File: config.mk
export PLATFORM = sky130hd
export DESIGN_NAME = sm3_hash_core
export DESIGN_NICKNAME = d
export VERILOG_FILES = /design/src/rtl/core/sm3_pkg.sv /design/src/rtl/core/sm3_hash_core.sv
export SDC_FILE = /design/constraint.sdc
export NUM_CORES = 2
export LEC_CHECK = 0
export BUFFER_PORTS_ARGS = -buffer_cell sky130_fd_sc_hd__buf_4
export CAP_MARGIN = 20
export CORE_ASPECT_RATIO = 0.9
export CORE_UTILIZATION = 60
export DETAILED_ROUTE_END_ITERATION = 10
export GPL_ROUTABILITY_DRIVEN = 0
export HOLD_SLACK_MARGIN = 0.02
export PLACE_DENSITY = 0.84
export SYNTH_ARGS = -nofsm -noshare
export SYNTH_HDL_FRONTEND = slang
export SYNTH_SLANG_ARGS = --single-unit
File: constraint.sdc
create_clock -name i_clk -period 13.1 [get_ports i_clk]
set_input_delay 1.31 -clock i_clk [delete_from_list [all_inputs] [get_ports i_clk]]
set_output_delay 1.31 -clock i_clk [all_outputs]
set_load 0.005 [all_outputs]
File: src/rtl/core/sm3_pkg.sv
`timescale 1ns / 1ps
`default_nettype none
// ----------------------------------------------------------------------------
// SM3 package
// State encoding, constants and round helper functions for the SM3 core.
// ----------------------------------------------------------------------------
package sm3_pkg;

    typedef enum logic [2:0] {
        ST_IDLE,    // waiting for a word
        ST_COMP,    // 64 compression rounds
        ST_PAD,     // push padding words
        ST_OUT      // emit 8 digest words
    } t_state;

    localparam logic [31:0] TJ_LOW   = 32'h79CC4519;
    localparam logic [31:0] TJ_HIGH  = 32'h7A879D8A;
    localparam logic [7:0]  PAD_BYTE = 8'h80;

    localparam logic [255:0] SM3_IV = {
        32'h7380166F, 32'h4914B2B9, 32'h172442D7, 32'hDA8A0600,
        32'hA96F30BC, 32'h163138AA, 32'hE38DEE4D, 32'hB0FB0E4E
    };

    function automatic logic [31:0] rotl(input logic [31:0] x, input logic [4:0] n);
        logic [63:0] d;
        d = {x, x} << n;
        return d[63:32];
    endfunction

    function automatic logic [31:0] perm0(input logic [31:0] x);
        return x ^ rotl(x, 5'd9) ^ rotl(x, 5'd17);
    endfunction

    function automatic logic [31:0] perm1(input logic [31:0] x);
        return x ^ rotl(x, 5'd15) ^ rotl(x, 5'd23);
    endfunction

endpackage
`default_nettype wire

File: src/rtl/core/sm3_hash_core.sv
`timescale 1ns / 1ps
`default_nettype none
// ----------------------------------------------------------------------------
// SM3 hash core
// Streams big-endian message words, pads, compresses and emits the digest.
// ----------------------------------------------------------------------------
// Input: a word that does not fill a block is accepted while idle. A word that
//   closes a block starts compression, one compression round per cycle.
// Last word: padding fills one or two blocks, each pushed word by word and
//   compressed, then 8 digest words, one per accepted output cycle.
// No new word is taken while a block is compressed, padding is pushed or the
//   digest is output: o_ready is high only in ST_IDLE.
// Reset: synchronous active low; IV loaded, counters cleared, no output.
module sm3_hash_core
    import sm3_pkg::*;
(
    input  wire logic        i_clk,
    input  wire logic        i_rst_n,
    input  wire logic        i_valid,
    output logic             o_ready,
    input  wire logic [31:0] i_data_word,
    input  wire logic [2:0]  i_valid_bytes,
    input  wire logic        i_last_word,
    output logic             o_valid,
    input  wire logic        i_ready,
    output logic [31:0]      o_digest_word,
    output logic [2:0]       o_word_index,
    output logic             o_digest_done
);

    t_state r_state, n_state;

    logic [31:0] r_cv [8];
    logic [31:0] r_rr [8];      // A..H
    logic [31:0] r_w  [16];     // sliding window of W[j..j+15]
    logic [3:0]  r_wib;         // words in block
    logic [63:0] r_bits;
    logic [5:0]  r_round;
    logic [2:0]  r_oidx;
    logic        r_final;       // message closed, padding pending
    logic        r_lenw;        // pad stage: length words written
    logic        r_lenok;       // current pad block carries the length
    logic        r_padfirst;    // 0x80 word still owed (full last word)

    // ---- input decode ----
    logic [2:0]  nb;
    logic [31:0] keep, merged;
    always_comb begin
        nb = (i_valid_bytes > 3'd4) ? 3'd4 : i_valid_bytes;
        unique case (nb)
            3'd0:    keep = 32'h0;
            3'd1:    keep = 32'hFF000000;
            3'd2:    keep = 32'hFFFF0000;
            3'd3:    keep = 32'hFFFFFF00;
            default: keep = 32'hFFFFFFFF;
        endcase
        merged = i_data_word & keep;
        // full last word: the 0x80 byte goes into the next word
        if (nb != 3'd4)
            merged = merged
                   | ({24'h0, PAD_BYTE} << ({3'b000, 2'd3 - nb[1:0]} * 5'd8));
    end

    // ---- padding word source ----
    logic [31:0] pad_word;
    always_comb begin
        priority if (r_padfirst)            pad_word = {PAD_BYTE, 24'h0};
        else if (r_lenok && r_wib == 4'd14) pad_word = r_bits[63:32];
        else if (r_lenok && r_wib == 4'd15) pad_word = r_bits[31:0];
        else                                pad_word = 32'h0;
    end

    // ---- one compression round (shared unit) ----
    logic [31:0] wj, wpj, a12, ss1, ss2, ff, gg, tt1, tt2, tj, wnew;
    always_comb begin
        wj   = r_w[0];
        wpj  = r_w[0] ^ r_w[4];
        tj   = (r_round < 6'd16) ? TJ_LOW : TJ_HIGH;
        a12  = rotl(r_rr[0], 5'd12);
        ss1  = rotl(a12 + r_rr[4] + rotl(tj, r_round[4:0]), 5'd7);
        ss2  = ss1 ^ a12;
        if (r_round < 6'd16) begin
            ff = r_rr[0] ^ r_rr[1] ^ r_rr[2];
            gg = r_rr[4] ^ r_rr[5] ^ r_rr[6];
        end else begin
            ff = (r_rr[0] & r_rr[1]) | (r_rr[0] & r_rr[2]) | (r_rr[1] & r_rr[2]);
            gg = (r_rr[4] & r_rr[5]) | (~r_rr[4] & r_rr[6]);
        end
        tt1  = ff + r_rr[3] + ss2 + wpj;
        tt2  = gg + r_rr[7] + ss1 + wj;
        // expansion: W[j+16]
        wnew = perm1(r_w[0] ^ r_w[7] ^ rotl(r_w[13], 5'd15))
             ^ rotl(r_w[3], 5'd7) ^ r_w[10];
    end

    // push of a word into the block buffer (input or padding)
    logic push_in, push_pad, push, blk_full;
    logic [31:0] push_data;
    always_comb begin
        push_in   = i_valid && o_ready;
        push_pad  = (r_state == ST_PAD);
        push      = push_in || push_pad;
        push_data = push_pad ? pad_word : (i_last_word ? merged : i_data_word);
        blk_full  = push && (r_wib == 4'd15);
    end

    // ---- next state ----
    always_comb begin
        n_state = r_state;
        unique case (r_state)
            ST_IDLE: if (push_in) begin
                if (blk_full)         n_state = ST_COMP;
                else if (i_last_word) n_state = ST_PAD;
            end
            ST_COMP: if (r_round == 6'd63)
                n_state = r_final ? (r_lenw ? ST_OUT : ST_PAD) : ST_IDLE;
            ST_PAD:  if (blk_full) n_state = ST_COMP;
            ST_OUT:  if (i_ready && r_oidx == 3'd7) n_state = ST_IDLE;
            default: n_state = ST_IDLE;
        endcase
    end

    // ---- outputs ----
    always_comb begin
        o_ready       = (r_state == ST_IDLE);
        o_valid       = (r_state == ST_OUT);
        o_digest_word = r_cv[r_oidx];
        o_word_index  = r_oidx;
        o_digest_done = (r_oidx == 3'd7);
    end

    always_ff @(posedge i_clk) begin
        if (!i_rst_n) begin
            r_state    <= ST_IDLE;
            r_wib      <= '0;
            r_bits     <= '0;
            r_round    <= '0;
            r_oidx     <= '0;
            r_final    <= 1'b0;
            r_lenw     <= 1'b0;
            r_lenok    <= 1'b0;
            r_padfirst <= 1'b0;
            for (int i = 0; i < 8; i++) r_cv[i] <= SM3_IV[255-32*i -: 32];
        end else begin
            r_state <= n_state;
            if (push) begin
                r_w[r_wib] <= push_data;
                r_wib      <= r_wib + 4'd1;
                if (push_pad) begin
                    r_padfirst <= 1'b0;
                    // end of a pad block: either the length went in, or the
                    // next block takes it
                    if (r_wib == 4'd15 && !r_padfirst) begin
                        if (r_lenok) r_lenw  <= 1'b1;
                        else         r_lenok <= 1'b1;
                    end
                end
            end
            if (push_in) begin
                if (i_last_word) begin
                    r_bits     <= r_bits + {58'h0, nb, 3'b000};
                    r_final    <= 1'b1;
                    r_padfirst <= (nb == 3'd4);
                    // no room for the length when the 0x80 byte lands in slot 14
                    r_lenok    <= (nb == 3'd4) ? (r_wib != 4'd13) : (r_wib != 4'd14);
                end else begin
                    r_bits <= r_bits + 64'd32;
                end
            end
            if (blk_full) begin
                r_round <= '0;
                for (int i = 0; i < 8; i++) r_rr[i] <= r_cv[i];
            end
            if (r_state == ST_COMP) begin
                r_rr[0] <= tt1;
                r_rr[1] <= r_rr[0];
                r_rr[2] <= rotl(r_rr[1], 5'd9);
                r_rr[3] <= r_rr[2];
                r_rr[4] <= perm0(tt2);
                r_rr[5] <= r_rr[4];
                r_rr[6] <= rotl(r_rr[5], 5'd19);
                r_rr[7] <= r_rr[6];
                for (int i = 0; i < 15; i++) r_w[i] <= r_w[i+1];
                r_w[15] <= wnew;
                r_round <= r_round + 6'd1;
                if (r_round == 6'd63) begin
                    r_cv[0] <= r_cv[0] ^ tt1;
                    r_cv[1] <= r_cv[1] ^ r_rr[0];
                    r_cv[2] <= r_cv[2] ^ rotl(r_rr[1], 5'd9);
                    r_cv[3] <= r_cv[3] ^ r_rr[2];
                    r_cv[4] <= r_cv[4] ^ perm0(tt2);
                    r_cv[5] <= r_cv[5] ^ r_rr[4];
                    r_cv[6] <= r_cv[6] ^ rotl(r_rr[5], 5'd19);
                    r_cv[7] <= r_cv[7] ^ r_rr[6];
                end
            end
            if (r_state == ST_OUT && i_ready) begin
                r_oidx <= r_oidx + 3'd1;
                if (r_oidx == 3'd7) begin
                    r_bits     <= '0;
                    r_wib      <= '0;
                    r_final    <= 1'b0;
                    r_lenw     <= 1'b0;
                    r_lenok    <= 1'b0;
                    r_padfirst <= 1'b0;
                    for (int i = 0; i < 8; i++) r_cv[i] <= SM3_IV[255-32*i -: 32];
                end
            end
        end
    end

    // ---- assertions ----
    a_round_only_in_comp: assert property (@(posedge i_clk) disable iff (!i_rst_n)
        (r_state != ST_COMP) |=> (r_round == 6'd0) || (r_state == ST_COMP))
        else $error("round counter moved outside compression");
    a_comp_starts_full: assert property (@(posedge i_clk) disable iff (!i_rst_n)
        (r_state != ST_COMP) ##1 (r_state == ST_COMP) |-> (r_wib == 4'd0))
        else $error("compression started without a full block");
    a_out_final: assert property (@(posedge i_clk) disable iff (!i_rst_n)
        o_valid |-> r_final && r_lenw)
        else $error("digest emitted before padding completed");
    a_idle_after_out: assert property (@(posedge i_clk) disable iff (!i_rst_n)
        (o_valid && i_ready && o_digest_done) |=> (r_state == ST_IDLE) && !r_final)
        else $error("state not cleared after digest");

endmodule
`default_nettype wire
After elaboration in Yosys (flattened, before gate mapping)
Memory sizes are Yosys's and may differ from the RTL's. A register that Yosys moved wholly into a read port is not among the register bits.
Cells that the tools add are included.
- bits in registers: 84
- logic and storage cells: 220
- memories: 3
- bits in writable memories: 1024
- output and inout port bits: 38
- eq/ne operators: 19
- shifts and indexed selects: 2
- $add $sub $neg: 14
- bitwise gates (word level): 57
- magnitude comparators: 2
- multiplexer cells: 100
- reduce and logical (&&, ||, !) cells: 14
- memory list (memory ; depth ; width ; rd ports ; clocked after memory_dff ; wr ports ; line ; source):
    r_w ; 16 ; 32 ; 16 ; 0 ; 16 ; sm3_hash_core.sv:35 ; logic [31:0] r_w [16];
    r_cv ; 8 ; 32 ; 9 ; 1 ; 8 ; sm3_hash_core.sv:33 ; logic [31:0] r_cv [8];
    r_rr ; 8 ; 32 ; 8 ; 0 ; 8 ; sm3_hash_core.sv:34 ; logic [31:0] r_rr [8];
- operator list (kind ; count):
    $mux W32 ; 33
    $xor A32 B32 Y32 ; 22
    $add A32 B32 Y32 ; 8
    $mux W64 ; 4
    $and A32 B32 Y32 ; 6
    $or A32 B32 Y32 ; 4
    $pmux W32 S4 ; 1
    $add A64 B6 Y64 ; 1
    $add A64 B6 Y64 const B ; 1
    $shl A63 B5 Y64 ; 1
    $mux W1 ; 44
    $not A32 Y32 ; 1
    $reduce_or A32 Y1 ; 1
    $shl A8 B5 Y32 const A ; 1
    $mux W3 ; 9
    $mux W26 ; 1
    $or A1 B1 Y1 ; 24
    $mux W4 ; 4
    $eq A3 B2 Y1 const B ; 4
    $mux W6 ; 2
    $pmux W3 S4 ; 1
    $eq A4 B4 Y1 const B ; 2
    $ne A4 B4 Y1 const B ; 2
    $logic_and A1 B1 Y1 ; 7
    other kinds (19) ; 24

Longest topological paths before layout
An unclocked memory read counts as a cell.
- depth after elaboration: 13
- mapped depth: 42

Worst setup path after synthesis
OpenSTA, ideal clock, no wires.
- kind: register to register
- from: register r_round[4]
- to: memory r_cv[4][8]
- clock period less this slack: 9.167 ns
- library setup time: 0.070 ns
- stages on the path, launching flop included: 39
- slack: 3.933 ns
- arrival time: 9.097 ns
- cells stage by stage: dfxtp_1 nor2_1 inv_2 clkbuf_1 clkbuf_1 clkbuf_1 ha_1 or2_2 nor2_1 a21oi_1 mux2i_1 mux2_2 fa_1 ha_1 fa_1 a21o_1 a21o_1 a21oi_1 [... 3 more ...] o22a_1 a21o_1 a21oi_1 xor2_1 fa_1 fa_1 inv_1 ha_1 o21a_1 o21a_2 o221ai_4 o211ai_4 a41oi_2 o41ai_1 xnor2_1 xnor3_1 or3_1 a21oi_1
- RTL lines (what ; line ; source):
    from (decl) ; sm3_hash_core.sv:38 ; logic [5:0] r_round;
    from (signal assigned) ; sm3_hash_core.sv:185 ; r_round <= r_round + 6'd1;
    to (decl) ; sm3_hash_core.sv:33 ;

==> parameters.txt <==
Parameter                              Value

Place
  Post-DP Area    approximately 64000 sq um
  Setup Slack @ Placement    between 2000 and 3000 ps
  DP HPWL    132000 um
  Number of buffers inserted by port buffering    77
  Post-Place Cells    6824

Logic synthesis
  Most common flop cell mapped by yosys    edfxtp_1
  Post-Syn Nets    roughly 5900
  Share of synthesized flip-flops with an asynchronous set or reset    0%
  Post-synthesis cell count    5609
  Number of synthesized register bits    ~1100
  Post-synth cell types    99
  Post-Synthesis Cell Area    approximately 63000 sq um
  Mean Syn Cell Area    between 10 and 15 sq um
  Number of enable-type register cells in the synthesized netlist    between 800 and 900
  Proportion of synthesized chip area in sequential cells    49.7%
  Yosys warning total    0

Die
  Chip Height    309 um
  Floorplan core area    104000 sq um
  DIE WIDTH    343 um
  Area enclosed by the die boundary    106000 sq um
  Standard-cell rows    between 100 and 150
  Effective utilization at floorplan    60.5%
  Boundary pin count    78

Power and ir drop
  Switching power    2320 uW
  P_leak    0.0280 uW
  Proportion of total power due to net switching    26.9%
  Share of power burned in registers    a little under half
  Proportion of power drawn by the clock network    between 30% and 40%
  Internal portion of total power    about 6300 uW
  Worst vdd rail ir drop    0.137 mV
  Logic pwr share    approximately 16%
  Pwr dens    126 nW/um^2

Timing
  Worst Max-Slew Pin Slew    between 1000 and 1500 ps
  Number of max-slew violations in the final report    1
  Number of hold-slack violations in the final timing report    0
  Final setup slack of the worst path    around 2300 ps
  Normalized max-slew margin    -0.295%
  Tcrit/Tclk final    82.8%
  Post-layout minimum cycle time    10850 ps
  Clock skew after layout    75.3 ps
  Setup repair after global routing missed its margin    false
  Maximum frequency from static timing analysis    roughly 92 MHz
  Final setup violation count    0
  Sum of negative setup slack    0 ps

Clocking
  Post-CTS setup buffer count    0
  Worst skew pair latency    740 ps
  Clock tree from TritonCTS    done
  H-tree depth    3
  Number of buffers inserted by hold repair at cts    0
  CTS Buf Count    109
  CTS sink cnt    1107
  Number of gates resized after CTS    0
  Clk root buf    clkbuf_16
  Clock slew at reported path FFs    60 ps
  Number of buffers on the longest clock path    3

Layout
  Post-layout instance count excluding filler cells    7052
  Final standard cell area without fillers    68400 sq um
  Area taken by flip-flops and latches    31100 sq um
  Synthesis-to-layout area growth    9.12%
  Nets    just under 6000
  Post-Route Utilization    between 60% and 70%
  Footprint of the multi-input gates    29400 sq um
  Layout cells sized above 1    10.2%
  Fillcell total    7226

Detailed routing
  Total number of vias    ~46000
  First-pass detailed-route iteration total    11
  WL/cell    27.1 um
  Routed WL    191000 um
  Residual antenna-violating net count after detailed routing    0
  Remaining design rule violation count    7
  Via-to-Cell Ratio    6.55
  Number of design-rule violations left by the first detailed-router iteration    around 7000

Critical path
  Endpoint class of the critical path    register
  Kind of launch point of the worst setup path    register
  CP Max Fanout    40
  Data required time of the critical path    13730 ps
  Largest stage delay on the critical path    620 ps
  Critical path class    register to register
  Data arrival time of the worst path    11470 ps
  CP max stage cell    buf_4

Run status
  Outcome    finished with violations
  Violations in the final reports    design-rule violations, max-capacitance violations, max-slew violations

Global route
  Initial antenna violation count    8
  Maximum number of pins on one net before global-route repair    roughly 190
  Aggregate global-route resource usage    35.8%
  Wire length of the first global-routing pass    279000 um
  Aggregate global routing overflow    0
  Number of global-route vias before repair    44000

Job
  Max Cap Viol    1

Min path
  Path class of the lowest-slack min-delay path    register to register
==> flip-flops by register name, indices dropped and copies added (netlist names), 2 cells and up, named ones only <==
register      count
r_bits           61
o_word_index      3
r_rr            256
r_w             512
r_cv            256
r_state           2
r_round           6
r_wib             4
==> logic make-up (layout without fill, tap and decap cells) <==
kind of cell	Yosys count	count (layout)	share of synthesized area, %
XOR/XNOR	663	663	9.71
flip-flops	1107	1107	49.7
buffers and inverters	591	659	3.56
adder cells (fa/ha/maj)	297	297	8.20
multiplexers	242	242	5.36
AND/OR/NAND/NOR	1389	1389	9.62
AO/OA/AOI/OAI	1320	1320	13.9
other	0	7	0
==> power groups by stage <==
stage                     registers, uW  logic (uW)  clock network, uW
after global routing               3960        1450               3410
final                              3960        1370               3290
after global placement             4030        1250                  0
after CTS                          3960        1320               3290
after floorplan                    4000         922                  0
after detailed placement           4030        1300                  0
==> routing by layer <==
layer / GRT usage [%] / routed length [um] / up-vias
li1: - / - / 19600
met1: 44.9 / 65900 / 22500
met2: 53.1 / 83500 / 3342
met3: 11.0 / 26200 / 757
met4: 25.2 / 15600 / 6
met5: 0 / 43 / -
==> metrics by stage <==
step                hold slack [ps]  total power (uW)
floorplan                       437              4930
global route                    523              8820
CTS                             486              8560
finish                          493              8620
detailed placement              468              5330
global placement                452              5280
==> critical path: cells and delay by family, from the launching register on <==
kind	cells	cell delay [ps]
buffers and inverters	5	1650
adder cells (fa/ha/maj)	7	2870
flip-flops	1	310
multiplexers	2	420
AND/OR/NAND/NOR	2	410
XOR/XNOR	3	1090
AO/OA/AOI/OAI	18	3980
==> final cells by class <==
cell class	instances	area share, %
multi-input combinational	3911	43.0
tap	1368	2.50
antenna	7	0.0256
sequential	1107	45.6
inverter	299	1.65
timing repair buffer	158	1.83
clock inverter	59	1.07
clock buffer	143	4.35
==> cells in the mapped netlist (all sizes together), types with 18 or more instances <==
library cell / count / area [sq um]
o21a: 31 / 234
or3: 45 / 287
mux2: 109 / 1230
clkbuf: 254 / 953
mux2i: 69 / 691
fa: 189 / 3780
ha: 108 / 1350
a31oi: 30 / 194
a211oi: 18 / 145
nor2: 382 / 1440
a22oi: 33 / 248
a21oi: 226 / 1140
inv: 298 / 1120
nand2b: 19 / 119
dfxtp: 211 / 4220
edfxtp: 896 / 26900
and2: 22 / 138
xor2: 220 / 1930
nor2b: 23 / 144
mux4: 64 / 1440
and3: 76 / 479
nand4: 18 / 113
nor3: 31 / 165
nand2: 668 / 2510
buf: 38 / 155
o21ai: 335 / 1680
xnor2: 426 / 3760
a21o: 539 / 4050
nand3: 71 / 360
==> path summary, 6_finish.rpt <==
| path | slack [ps] | endpoint | from | cells past startpoint |
|---|---|---|---|---|
| setup / recovery | 2250 | r_cv[4][8] | r_round[4] | 37 |
| hold / removal | 490 | r_lenw | r_lenw | 2 |
| setup reg to reg | 2250 | r_cv[4][8] | r_round[4] | 37 |
| hold reg to reg | 490 | r_lenw | r_lenw | 2 |
==> cells in the final DEF (no fill, tap or decap), drive strengths merged, types with 109 or more instances in the layout <==
cell / netlist / routed
o21ai: 335 / 335
nor2: 382 / 382
inv: 298 / 301
buf: 38 / 157
xnor2: 426 / 426
fa: 189 / 189
a21oi: 226 / 226
xor2: 220 / 220
dfxtp: 211 / 211
nand2: 668 / 668
edfxtp: 896 / 896
mux2: 109 / 109
a21o: 539 / 539
clkbuf: 254 / 144
Power figures use the tool's default switching activity.
